**src/hdl/taps_pkg.sv**
```systemverilog
package taps_pkg;

  localparam int unsigned DIST_BITS_DEF = 16;
  localparam int unsigned TOL_W  = 8;
  localparam int unsigned SEQ_W  = 16;
  localparam int unsigned X_W    = 32;
  localparam int unsigned Y_W    = 20;
  localparam int unsigned HELD_W = 16;
  localparam int unsigned MUL_W  = 32;
  localparam int unsigned PROD_W = 2 * MUL_W;

  localparam logic [TOL_W-1:0] TOL_RESET = 8'd30;
  localparam logic [Y_W-1:0]   Y_MAX     = '1;
  localparam logic [X_W-1:0]   X_POS_LIM = 32'h7FFF_FFFF;
  localparam logic [X_W-1:0]   X_NEG_LIM = 32'h8000_0000;

  // Width of the rounded-quotient numerator, which is also the divider's step count.
  function automatic int unsigned num_width(int unsigned dist_bits);
    return 2 * dist_bits + 5;
  endfunction

  // Width of the square root of (10*bp)^2, which is also the root's step count.
  function automatic int unsigned root_width(int unsigned dist_bits);
    return dist_bits + 4;
  endfunction

  typedef enum logic [1:0] {
    FAIL_NONE,
    FAIL_STARBOARD,
    FAIL_PORT,
    FAIL_TRIANGLE
  } failure_e;

  typedef enum logic [2:0] {
    MUL_NONE,
    MUL_BP,
    MUL_PS,
    MUL_BS,
    MUL_R,
    MUL_Q
  } mul_sel_e;

  typedef enum logic [2:0] {
    ACC_HOLD,
    ACC_LOAD,
    ACC_ADD,
    ACC_SUB,
    ACC_ABS
  } acc_op_e;

  typedef enum logic [3:0] {
    OP_NONE,
    OP_CHK,
    OP_MAG5,
    OP_NUM,
    OP_DIV,
    OP_CLAMP,
    OP_X2,
    OP_RAD,
    OP_SQRT,
    OP_STORE,
    OP_FAIL,
    OP_EMIT
  } dp_op_e;

  typedef enum logic [1:0] {
    CNT_NONE,
    CNT_DIV,
    CNT_SQRT
  } cnt_op_e;

  typedef enum logic [2:0] {
    JMP_NEXT,
    JMP_BAD,
    JMP_LOOP,
    JMP_ALWAYS,
    JMP_END
  } jmp_e;

  typedef enum logic {
    SEQ_IDLE,
    SEQ_RUN
  } seq_state_e;

  localparam int unsigned PC_W = 4;
  typedef logic [PC_W-1:0] pc_t;

  localparam pc_t PC_CHK    = 4'd0;
  localparam pc_t PC_SQ_PS  = 4'd1;
  localparam pc_t PC_SQ_BS  = 4'd2;
  localparam pc_t PC_SUB    = 4'd3;
  localparam pc_t PC_ABS    = 4'd4;
  localparam pc_t PC_MAG5   = 4'd5;
  localparam pc_t PC_NUM    = 4'd6;
  localparam pc_t PC_DIV    = 4'd7;
  localparam pc_t PC_CLAMP  = 4'd8;
  localparam pc_t PC_SQ_Q   = 4'd9;
  localparam pc_t PC_SQ_R   = 4'd10;
  localparam pc_t PC_RAD    = 4'd11;
  localparam pc_t PC_SQRT   = 4'd12;
  localparam pc_t PC_STORE  = 4'd13;
  localparam pc_t PC_EMIT   = 4'd14;
  localparam pc_t PC_FAIL   = 4'd15;

  typedef struct packed {
    mul_sel_e mul_sel;
    acc_op_e  acc_op;
    dp_op_e   op;
    cnt_op_e  cnt;
    jmp_e     jmp;
    pc_t      target;
  } ucode_t;

  typedef struct packed {
    logic round_bad;
  } stat_t;

  typedef struct packed {
    logic [SEQ_W-1:0]  seq;
    logic              fresh;
    logic              have;
    logic              stale;
    failure_e          code;
    logic [X_W-1:0]    x;
    logic [Y_W-1:0]    y;
    logic [HELD_W-1:0] held_port;
    logic [HELD_W-1:0] held_starboard;
  } res_t;

  localparam ucode_t UC_IDLE = '{
    mul_sel: MUL_NONE, acc_op: ACC_HOLD, op: OP_NONE,
    cnt: CNT_NONE, jmp: JMP_NEXT, target: PC_CHK
  };

  // The solver program. Each square is registered in the product register and used by the next step.
  function automatic ucode_t ucode_rom(pc_t pc);
    ucode_t w;
    w = UC_IDLE;
    unique case (pc)
      PC_CHK:   begin
        w.mul_sel = MUL_BP;
        w.op      = OP_CHK;
        w.jmp     = JMP_BAD;
        w.target  = PC_FAIL;
      end
      PC_SQ_PS: begin
        w.mul_sel = MUL_PS;
        w.acc_op  = ACC_LOAD;
      end
      PC_SQ_BS: begin
        w.mul_sel = MUL_BS;
        w.acc_op  = ACC_ADD;
      end
      PC_SUB:   w.acc_op = ACC_SUB;
      PC_ABS:   w.acc_op = ACC_ABS;
      PC_MAG5:  w.op = OP_MAG5;
      PC_NUM:   begin
        w.op  = OP_NUM;
        w.cnt = CNT_DIV;
      end
      PC_DIV:   begin
        w.op     = OP_DIV;
        w.jmp    = JMP_LOOP;
        w.target = PC_DIV;
      end
      PC_CLAMP: w.op = OP_CLAMP;
      PC_SQ_Q:  w.mul_sel = MUL_Q;
      PC_SQ_R:  begin
        w.mul_sel = MUL_R;
        w.op      = OP_X2;
      end
      PC_RAD:   begin
        w.op  = OP_RAD;
        w.cnt = CNT_SQRT;
      end
      PC_SQRT:  begin
        w.op     = OP_SQRT;
        w.jmp    = JMP_LOOP;
        w.target = PC_SQRT;
      end
      PC_STORE: w.op = OP_STORE;
      PC_EMIT:  begin
        w.op  = OP_EMIT;
        w.jmp = JMP_END;
      end
      PC_FAIL:  begin
        w.op     = OP_FAIL;
        w.jmp    = JMP_ALWAYS;
        w.target = PC_EMIT;
      end
    endcase
    return w;
  endfunction

endpackage

```
**src/hdl/two_anchor_position_solver_core.sv**
```systemverilog
// Two-anchor position solver.
// Input channel (in_valid_i/in_ready_o) carries one ranging round per transaction:
// success flags, the port and starboard ranges, the baseline and a sequence number.
// Output channel (out_valid_o/out_ready_i) returns exactly one result per round:
// the echoed sequence number, status flags, failure code and the held position.
// The tolerance register is to be written with cfg_we_i only while the block is idle;
// the block itself does not enforce this. Rounds are solved one at a time by a small
// microcoded sequencer. A good round runs the bit-serial divider (2*DIST_BITS+5 steps)
// and then the bit-serial square root (DIST_BITS+4 steps); a failed round skips both.
// The next round is accepted the cycle after a result is loaded into the output
// register, even if that result has not yet been taken. If the receiver stalls, a
// finished result waits in the output register and the following round's solve halts
// on its last step until it is taken.
// Reset clears the held position and flags and sets the tolerance to 30 cm.
module two_anchor_position_solver_core #(
  parameter int unsigned DIST_BITS = taps_pkg::DIST_BITS_DEF
) (
  input  logic                          clk_i,
  input  logic                          rst_ni,
  input  logic                          cfg_we_i,
  input  logic [taps_pkg::TOL_W-1:0]    triangle_tolerance_cm_i,
  input  logic                          in_valid_i,
  output logic                          in_ready_o,
  input  logic                          starboard_ok_i,
  input  logic                          port_ok_i,
  input  logic [DIST_BITS-1:0]          dist_starboard_cm_i,
  input  logic [DIST_BITS-1:0]          dist_port_cm_i,
  input  logic [DIST_BITS-1:0]          baseline_cm_i,
  input  logic [taps_pkg::SEQ_W-1:0]    round_seq_i,
  output logic                          out_valid_o,
  input  logic                          out_ready_i,
  output logic [taps_pkg::SEQ_W-1:0]    seq_echo_o,
  output logic                          fresh_o,
  output logic                          have_position_o,
  output logic                          is_stale_o,
  output logic [1:0]                    failure_code_o,
  output logic signed [taps_pkg::X_W-1:0] pos_x_mm_o,
  output logic [taps_pkg::Y_W-1:0]      pos_y_mm_o,
  output logic [taps_pkg::HELD_W-1:0]   held_port_cm_o,
  output logic [taps_pkg::HELD_W-1:0]   held_starboard_cm_o
);
  import taps_pkg::*;

  ucode_t ctrl;
  stat_t  stat;
  res_t   res;
  res_t   res_q;
  logic   busy;
  logic   in_fire;
  logic   out_free;
  logic   emit;
  logic   out_valid_q;

  assign in_ready_o = !busy;
  assign in_fire    = in_valid_i && !busy;
  assign out_free   = !out_valid_q || out_ready_i;
  assign emit       = (ctrl.op == OP_EMIT) && out_free;

  taps_seq #(
    .DIST_BITS (DIST_BITS)
  ) u_seq (
    .clk_i      (clk_i),
    .rst_ni     (rst_ni),
    .start_i    (in_fire),
    .out_free_i (out_free),
    .stat_i     (stat),
    .ctrl_o     (ctrl),
    .busy_o     (busy)
  );

  taps_datapath #(
    .DIST_BITS (DIST_BITS)
  ) u_datapath (
    .clk_i               (clk_i),
    .rst_ni              (rst_ni),
    .cfg_we_i            (cfg_we_i),
    .cfg_tol_i           (triangle_tolerance_cm_i),
    .in_fire_i           (in_fire),
    .starboard_ok_i      (starboard_ok_i),
    .port_ok_i           (port_ok_i),
    .dist_starboard_cm_i (dist_starboard_cm_i),
    .dist_port_cm_i      (dist_port_cm_i),
    .baseline_cm_i       (baseline_cm_i),
    .round_seq_i         (round_seq_i),
    .ctrl_i              (ctrl),
    .stat_o              (stat),
    .res_o               (res)
  );

  always_ff @(posedge clk_i or negedge rst_ni) begin
    if (!rst_ni) begin
      out_valid_q <= 1'b0;
    end else if (emit) begin
      out_valid_q <= 1'b1;
    end else if (out_ready_i) begin
      out_valid_q <= 1'b0;
    end
  end

  always_ff @(posedge clk_i) begin
    if (emit) begin
      res_q <= res;
    end
  end

  assign out_valid_o         = out_valid_q;
  assign seq_echo_o          = res_q.seq;
  assign fresh_o             = res_q.fresh;
  assign have_position_o     = res_q.have;
  assign is_stale_o          = res_q.stale;
  assign failure_code_o      = res_q.code;
  assign pos_x_mm_o          = res_q.x;
  assign pos_y_mm_o          = res_q.y;
  assign held_port_cm_o      = res_q.held_port;
  assign held_starboard_cm_o = res_q.held_starboard;

  a_busy_after_accept: assert property (@(posedge clk_i) disable iff (!rst_ni)
    (in_valid_i && in_ready_o) |=> !in_ready_o)
    else $error("a new round was accepted while the previous one was being solved");

  a_fresh_matches_code: assert property (@(posedge clk_i) disable iff (!rst_ni)
    out_valid_o |-> (fresh_o == (failure_code_o == FAIL_NONE)))
    else $error("fresh flag disagrees with the failure code");

  a_stale_needs_position: assert property (@(posedge clk_i) disable iff (!rst_ni)
    (out_valid_o && is_stale_o) |-> (have_position_o && !fresh_o))
    else $error("stale flag reported without a held position or on a fresh round");

endmodule

```
**src/hdl/taps_datapath.sv**
```systemverilog
module taps_datapath #(
  parameter int unsigned DIST_BITS = taps_pkg::DIST_BITS_DEF
) (
  input  logic                         clk_i,
  input  logic                         rst_ni,
  input  logic                         cfg_we_i,
  input  logic [taps_pkg::TOL_W-1:0]   cfg_tol_i,
  input  logic                         in_fire_i,
  input  logic                         starboard_ok_i,
  input  logic                         port_ok_i,
  input  logic [DIST_BITS-1:0]         dist_starboard_cm_i,
  input  logic [DIST_BITS-1:0]         dist_port_cm_i,
  input  logic [DIST_BITS-1:0]         baseline_cm_i,
  input  logic [taps_pkg::SEQ_W-1:0]   round_seq_i,
  input  taps_pkg::ucode_t             ctrl_i,
  output taps_pkg::stat_t              stat_o,
  output taps_pkg::res_t               res_o
);
  import taps_pkg::*;

  localparam int unsigned SQ_W   = 2 * DIST_BITS;
  localparam int unsigned ACC_W  = 2 * DIST_BITS + 2;
  localparam int unsigned MAG_W  = 2 * DIST_BITS + 1;
  localparam int unsigned MAG5_W = 2 * DIST_BITS + 4;
  localparam int unsigned NUM_W  = num_width(DIST_BITS);
  localparam int unsigned DEN_W  = DIST_BITS + 1;
  localparam int unsigned R_W    = DIST_BITS + 4;
  localparam int unsigned R2_W   = 2 * R_W;
  localparam int unsigned ROOT_W = root_width(DIST_BITS);
  localparam int unsigned SR_W   = DIST_BITS + 8;
  localparam int unsigned T_W    = DIST_BITS + 2;
  localparam int unsigned QE_W   = (NUM_W > X_W) ? NUM_W : X_W;
  localparam int unsigned YE_W   = (ROOT_W > Y_W) ? ROOT_W : Y_W;

  // Captured round
  logic                 sok_q, pok_q;
  logic [DIST_BITS-1:0] bs_q, bp_q, ps_q;
  logic [SEQ_W-1:0]     seq_q;

  // Working registers
  failure_e             code_q;
  logic [R_W-1:0]       r_q;
  logic [PROD_W-1:0]    prod_q;
  logic [ACC_W-1:0]     acc_q;
  logic                 neg_q;
  logic [MAG5_W-1:0]    mag5_q;
  logic [NUM_W-1:0]     numq_q;
  logic [DEN_W-1:0]     rem_q;
  logic [X_W-1:0]       qx_q;
  logic [PROD_W-1:0]    x2_q;
  logic [R2_W-1:0]      rad_q;
  logic [ROOT_W-1:0]    root_q;
  logic [SR_W-1:0]      srem_q;

  // Architectural state
  logic [TOL_W-1:0]     tol_q;
  logic                 valid_q, stale_q;
  logic [X_W-1:0]       sx_q;
  logic [Y_W-1:0]       sy_q;
  logic [HELD_W-1:0]    shp_q, shs_q;

  logic                 tri_ok;
  failure_e             code_c;
  logic [MUL_W-1:0]     mop;
  logic [PROD_W-1:0]    sq_c;
  logic [SQ_W-1:0]      sq_lo;
  logic [DEN_W-1:0]     den;
  logic [DEN_W:0]       div_sh;
  logic                 div_bit;
  logic [QE_W-1:0]      q_ext;
  logic [X_W-1:0]       lim;
  logic [X_W-1:0]       qx_c;
  logic [SR_W-1:0]      sr_sh;
  logic [SR_W-1:0]      sr_trial;
  logic                 sr_bit;
  logic [YE_W-1:0]      root_ext;
  logic [Y_W-1:0]       y_c;

  always_comb begin
    tri_ok = (T_W'(bp_q) + T_W'(bs_q) + T_W'(tol_q) >= T_W'(ps_q))
          && (T_W'(bp_q) + T_W'(ps_q) + T_W'(tol_q) >= T_W'(bs_q))
          && (T_W'(bs_q) + T_W'(ps_q) + T_W'(tol_q) >= T_W'(bp_q));
    if (!sok_q) begin
      code_c = FAIL_STARBOARD;
    end else if (!pok_q) begin
      code_c = FAIL_PORT;
    end else if ((ps_q == '0) || !tri_ok) begin
      code_c = FAIL_TRIANGLE;
    end else begin
      code_c = FAIL_NONE;
    end
  end

  assign stat_o.round_bad = (code_c != FAIL_NONE);

  // Shared squarer: every product in the solve is a square.
  always_comb begin
    case (ctrl_i.mul_sel)
      MUL_BP:  mop = MUL_W'(bp_q);
      MUL_PS:  mop = MUL_W'(ps_q);
      MUL_BS:  mop = MUL_W'(bs_q);
      MUL_R:   mop = MUL_W'(r_q);
      MUL_Q:   mop = qx_q;
      default: mop = '0;
    endcase
  end

  assign sq_c  = PROD_W'(mop) * PROD_W'(mop);
  assign sq_lo = prod_q[SQ_W-1:0];

  // Restoring divider by 2*baseline, one quotient bit per step.
  assign den     = {ps_q, 1'b0};
  assign div_sh  = {rem_q, numq_q[NUM_W-1]};
  assign div_bit = (div_sh >= (DEN_W + 1)'(den));

  always_comb begin
    lim   = neg_q ? X_NEG_LIM : X_POS_LIM;
    q_ext = QE_W'(numq_q);
    qx_c  = (q_ext > QE_W'(lim)) ? lim : q_ext[X_W-1:0];
  end

  // Digit-by-digit root, two radicand bits per step.
  assign sr_sh    = {srem_q[SR_W-3:0], rad_q[R2_W-1 -: 2]};
  assign sr_trial = SR_W'({root_q, 2'b01});
  assign sr_bit   = (sr_sh >= sr_trial);

  assign root_ext = YE_W'(root_q);
  assign y_c      = (root_ext > YE_W'(Y_MAX)) ? Y_MAX : root_ext[Y_W-1:0];

  always_ff @(posedge clk_i) begin
    if (in_fire_i) begin
      sok_q <= starboard_ok_i;
      pok_q <= port_ok_i;
      bs_q  <= dist_starboard_cm_i;
      bp_q  <= dist_port_cm_i;
      ps_q  <= baseline_cm_i;
      seq_q <= round_seq_i;
    end

    if (ctrl_i.mul_sel != MUL_NONE) begin
      prod_q <= sq_c;
    end

    case (ctrl_i.acc_op)
      ACC_LOAD: acc_q <= ACC_W'(sq_lo);
      ACC_ADD:  acc_q <= acc_q + ACC_W'(sq_lo);
      ACC_SUB:  acc_q <= acc_q - ACC_W'(sq_lo);
      ACC_ABS:  begin
        neg_q <= acc_q[ACC_W-1];
        acc_q <= acc_q[ACC_W-1] ? ACC_W'(0) - acc_q : acc_q;
      end
      default: ;
    endcase

    case (ctrl_i.op)
      OP_CHK: begin
        code_q <= code_c;
        r_q    <= R_W'({bp_q, 3'b000}) + R_W'({bp_q, 1'b0});
      end
      OP_MAG5: mag5_q <= MAG5_W'({acc_q[MAG_W-1:0], 2'b00}) + MAG5_W'(acc_q[MAG_W-1:0]);
      OP_NUM: begin
        numq_q <= NUM_W'({mag5_q, 1'b0}) + NUM_W'(ps_q);
        rem_q  <= '0;
      end
      OP_DIV: begin
        rem_q  <= div_bit ? DEN_W'(div_sh - (DEN_W + 1)'(den)) : div_sh[DEN_W-1:0];
        numq_q <= {numq_q[NUM_W-2:0], div_bit};
      end
      OP_CLAMP: qx_q <= qx_c;
      OP_X2:    x2_q <= prod_q;
      OP_RAD: begin
        rad_q  <= (prod_q > x2_q) ? R2_W'(prod_q - x2_q) : '0;
        root_q <= '0;
        srem_q <= '0;
      end
      OP_SQRT: begin
        srem_q <= sr_bit ? sr_sh - sr_trial : sr_sh;
        root_q <= {root_q[ROOT_W-2:0], sr_bit};
        rad_q  <= {rad_q[R2_W-3:0], 2'b00};
      end
      default: ;
    endcase
  end

  always_ff @(posedge clk_i or negedge rst_ni) begin
    if (!rst_ni) begin
      tol_q   <= TOL_RESET;
      valid_q <= 1'b0;
      stale_q <= 1'b0;
      sx_q    <= '0;
      sy_q    <= '0;
      shp_q   <= '0;
      shs_q   <= '0;
    end else begin
      if (cfg_we_i) begin
        tol_q <= cfg_tol_i;
      end
      if (ctrl_i.op == OP_STORE) begin
        valid_q <= 1'b1;
        stale_q <= 1'b0;
        sx_q    <= neg_q ? X_W'(0) - qx_q : qx_q;
        sy_q    <= y_c;
        shp_q   <= HELD_W'(bp_q);
        shs_q   <= HELD_W'(bs_q);
      end else if (ctrl_i.op == OP_FAIL) begin
        stale_q <= valid_q;
      end
    end
  end

  always_comb begin
    res_o.seq            = seq_q;
    res_o.fresh          = (code_q == FAIL_NONE);
    res_o.have           = valid_q;
    res_o.stale          = stale_q;
    res_o.code           = code_q;
    res_o.x              = sx_q;
    res_o.y              = sy_q;
    res_o.held_port      = shp_q;
    res_o.held_starboard = shs_q;
  end

endmodule

```
**src/hdl/taps_seq.sv**
```systemverilog
module taps_seq #(
  parameter int unsigned DIST_BITS = taps_pkg::DIST_BITS_DEF
) (
  input  logic             clk_i,
  input  logic             rst_ni,
  input  logic             start_i,
  input  logic             out_free_i,
  input  taps_pkg::stat_t  stat_i,
  output taps_pkg::ucode_t ctrl_o,
  output logic             busy_o
);
  import taps_pkg::*;

  localparam int unsigned DIV_ITERS  = num_width(DIST_BITS);
  localparam int unsigned SQRT_ITERS = root_width(DIST_BITS);
  localparam int unsigned CNT_W      = $clog2(DIV_ITERS + 1);

  seq_state_e       state_q, state_d;
  pc_t              pc_q, pc_d;
  logic [CNT_W-1:0] cnt_q, cnt_d;
  ucode_t           word;

  assign word = ucode_rom(pc_q);

  always_comb begin
    state_d = state_q;
    pc_d    = pc_q;
    cnt_d   = cnt_q;
    unique case (state_q)
      SEQ_IDLE: begin
        if (start_i) begin
          state_d = SEQ_RUN;
          pc_d    = PC_CHK;
        end
      end
      SEQ_RUN: begin
        case (word.cnt)
          CNT_DIV:  cnt_d = CNT_W'(DIV_ITERS);
          CNT_SQRT: cnt_d = CNT_W'(SQRT_ITERS);
          default:  if (word.jmp == JMP_LOOP) cnt_d = cnt_q - 1'b1;
        endcase
        case (word.jmp)
          JMP_BAD:    pc_d = stat_i.round_bad ? word.target : pc_q + 1'b1;
          JMP_LOOP:   pc_d = (cnt_q != CNT_W'(1)) ? word.target : pc_q + 1'b1;
          JMP_ALWAYS: pc_d = word.target;
          JMP_END: begin
            // Hold on the final step until the output register can take the result.
            if (out_free_i) begin
              state_d = SEQ_IDLE;
            end
          end
          default:    pc_d = pc_q + 1'b1;
        endcase
      end
    endcase
  end

  always_comb begin
    busy_o = (state_q == SEQ_RUN);
    ctrl_o = (state_q == SEQ_RUN) ? word : UC_IDLE;
  end

  always_ff @(posedge clk_i or negedge rst_ni) begin
    if (!rst_ni) begin
      state_q <= SEQ_IDLE;
      pc_q    <= PC_CHK;
      cnt_q   <= '0;
    end else begin
      state_q <= state_d;
      pc_q    <= pc_d;
      cnt_q   <= cnt_d;
    end
  end

  a_loop_count_live: assert property (@(posedge clk_i) disable iff (!rst_ni)
    (state_q == SEQ_RUN && word.jmp == JMP_LOOP) |-> (cnt_q != '0))
    else $error("loop step entered with an exhausted iteration count");

endmodule

```
**config.mk**
```make
export PLATFORM = sky130hd
export DESIGN_NAME = two_anchor_position_solver_core
export DESIGN_NICKNAME = d
export VERILOG_FILES = /design/src/hdl/taps_pkg.sv /design/src/hdl/two_anchor_position_solver_core.sv /design/src/hdl/taps_datapath.sv /design/src/hdl/taps_seq.sv
export SDC_FILE = /design/constraint.sdc
export NUM_CORES = 2
export LEC_CHECK = 0
export BUFFER_PORTS_ARGS = -buffer_cell sky130_fd_sc_hd__buf_2
export CAP_MARGIN = 20
export CORE_ASPECT_RATIO = 1.5
export CORE_MARGIN = 4
export CORE_UTILIZATION = 45
export DETAILED_ROUTE_END_ITERATION = 7
export HOLD_SLACK_MARGIN = 0.12
export PLACE_DENSITY_LB_ADDON = 0.12
export SLEW_MARGIN = 20
export SYNTH_ARGS = -nofsm -noshare
export SYNTH_HDL_FRONTEND = slang
export SYNTH_SLANG_ARGS = --single-unit
```
**constraint.sdc**
```tcl
create_clock -name clk_i -period 16.3 [get_ports clk_i]
set_clock_uncertainty 0.1 [all_clocks]
set_input_delay 0 -clock clk_i [delete_from_list [all_inputs] [get_ports clk_i]]
set_output_delay 0 -clock clk_i [all_outputs]
set_load 0.02 [all_outputs]
```
==> flow_summary.ini <==
[status]
outcome = finished clean

[final_layout]
fin_area_sq_um = 76800
mostFrequentLayoutCell = inv_1
nFillCells = 14100
postLayoutCoreUtil_pct = 50.6
synthToLayoutAreaGrowth_pct = 11.4
layout.nets = 8791
final_cell_mix = 1306 x inv_1, 815 x fa_1, 643 x ha_1
drive_gt1_share_pct = 7.18

[worst_hold_path]
hold_class = primary input to flip-flop

[timing]
fin_setup_tns_ns = 0
finalHoldViolations = 0
slew_violations = 0
rsz0062_at_grt = false
slew-limit-headroom_pct = 22.7
finalSetupViolCount = 0
finalCriticalPeriod_ns = 12.10
worst_slew_pin_slew_ns = 1.16
final.period_utilization_pct = 74.2
fmax_mhz = 82.7
hold_ws_ns = 0.207

[clock_tree]
clk_latency_ns = 0.67
clk_pin_slew_worst_paths_ns = 0.06
post_cts_buffers = 0
cts_resized = 0
cts_made_buffers = 70
cts_tree = yes
clockRootBuffer = clkbuf_16
numClockSinks = 663
hold_buffers = 165
clk_path_buf_depth = 3
htreeDepth = 3

[critical_path]
worst-path-buf-inv = 7
r2r_cells = 32
path_delay_family = adder cells
endpoint = u_datapath.prod_q[57]
slowest_stage = a2111oi_1
critical_path_peak_fanout = 17
r2r_end = u_datapath.prod_q[57]
worstPathArrival_ns = 12.39
worst_path_largest_cell_delay_ns = 0.93
critical_path_class = flip-flop to flip-flop
endpoint_kind = flip-flop
timing.critical_path.mode_cell = fa_1
rr_startpoint = u_seq.pc_q[0]
r2r_slack_ns = 4.20
cp.required_ns = 16.59
crit_path_start = u_seq.pc_q[0]
start_kind = flip-flop
worst-path-stages = 32

[place]
portBuffers = 185
hpwlAfterDp_um = 170000
place_congestion = 0.968
placedInstanceArea_sq_um = 72800

[die]
rows = 175
coreArea_sq_um = 152000
ios = 186
start_util_pct = 45.4
dieArea_sq_um = 160000
die_x_um = 328
die_h_um = 488

[global_route]
grt_pass1_vias = 54900
grt_max_degree = 109
globalRouteOverflowTotal = 0
grt_pass1_wl_um = 327000
antenna_found_initial = 6
grt_use_total_pct = 27.4

[route]
num_vias = 51500
routed_via_density = 5.51
dr_wl_met2_um = 115000
route.layer.met1.wl_um = 75600
routed_wl_um = 218000
final_antenna_net_count = 0
top_layer = met5
wl_per_cell_um = 23.4
dr.pass1.iters = 6
first_iter_violations = 2819
drc = 0
wl_met3_um = 10400

[synth]
yosysWarnings = 0
yosysTopAreaCellShare_pct = 24.2
synth_seq_area_share_pct = 28.1
synth_area_leaders = edfxtp_1 24%, fa_1 24%, ha_1 12%
ys.flop_type = edfxtp_1
synthCells = 6918
synthArstFlopShare_pct = 16.0
syn_avg_cell_area_sq_um = 9.97
synth_top_area_cell = edfxtp_1
synth_cell_types = 85
synth-edff-count = 557
mappedNetlistArea_sq_um = 69000
synth_seq_cells = 663
syn-num-nets = 8455

[pwr]
power_per_cell_area_nw_per_um2 = 147
p_leak_nw = 36.8
power_mw = 11.3
vdd_ir_drop_max_uv = 87.2

[job]
cap_violations = 0
[cell usage after synthesis, drive strengths merged (43+ instances only)]
| library cell | n |
|---|---|
| nand3 | 56 |
| ha | 643 |
| dfrtp | 102 |
| nor3 | 94 |
| nor2 | 505 |
| and3 | 82 |
| edfxtp | 557 |
| a21oi | 272 |
| xor2 | 178 |
| xnor2 | 237 |
| clkbuf | 177 |
| fa | 815 |
| o21ai | 303 |
| nand2 | 568 |
| nor2b | 56 |
| a22o | 43 |
| a21o | 147 |
| inv | 1307 |
| o21a | 59 |
[metal layers]
metal | vias to the layer above | track usage (%)
met3 | 633 | 3.61
met1 | 25700 | 28.6
met2 | 1541 | 51.3
met4 | 4 | 17.5
li1 | 23600 | -
met5 | - | 0
[cells by family (layout without fill, tap and decap cells)]
family                     count (synthesis)  count (layout)  synth area share, %
AOI/OAI and AO/OA                       1208            1208                 11.5
xor gates and xnor gates                 415             415                 5.27
adders and majority gates               1458            1458                 35.3
buffers and inverters                   1505            1897                 8.19
DFF                                      663             663                 28.1
muxes                                     79              79                 1.22
other                                      0               4                    0
and+or+nand+nor                         1590            1590                 10.4
[power by group]
part | switching [mW] | total, mW | leakage (nW) | internal (mW)
clock network | 0.730 | 1.67 | 1.13 | 0.935
registers | 0.488 | 3.17 | 6.46 | 2.69
logic | 4.00 | 6.43 | 29.2 | 2.43
[worst min path at each step]
stage                                to  cells past startpoint  startpoint  slack (ns)
finish                    u_seq.pc_q[3]                      5  in_valid_i        0.21
global route              u_seq.pc_q[3]                      5  in_valid_i        0.21
CTS                       u_seq.pc_q[3]                      5  in_valid_i        0.16
detailed placement  u_datapath.tol_q[0]                      1      rst_ni       -0.08
global placement    u_datapath.tol_q[0]                      1      rst_ni       -0.08
floorplan                   out_valid_o                      0      rst_ni       -0.40
[sequential cells by signal, indices dropped and copies added, names as in the netlist, 32 cells and up]
register	cells
u_datapath.x2_q	63
u_datapath.numq_q	37
u_datapath.rad_q	40
u_datapath.acc_q	34
u_datapath.sx_q	32
u_datapath.qx_q	32
u_datapath.prod_q	63
u_datapath.mag5_q	36
pos_x_mm_o	32
[worst min-delay path, cell delays in order]
cell	delay [ns]
dlygate4sd3_1	0.53
buf_2	0.15
o21ai_0	0.08
o221ai_1	0.07
a31oi_1	0.07
[per-stage QoR]
step,cells,setup WS (ns)
global placement,9050,4.10
floorplan,6918,6.08
finish,9349,4.20
detailed placement,9050,4.28
global route,9347,3.52
CTS,9343,4.18
[area by class of cell]
class,instances,area [sq um],share of cell area (%)
Multi-Input combinational cell,4750,44200,57.5
Sequential cell,663,19400,25.2
Inverter,1313,4930,6.42
Timing Repair Buffer,456,3420,4.45
Tap cell,2035,2550,3.31
Clock buffer,93,1910,2.49
Clock inverter,35,420,0.547
Antenna cell,4,10.0,0.0130
Power figures use the tool's default switching activity.
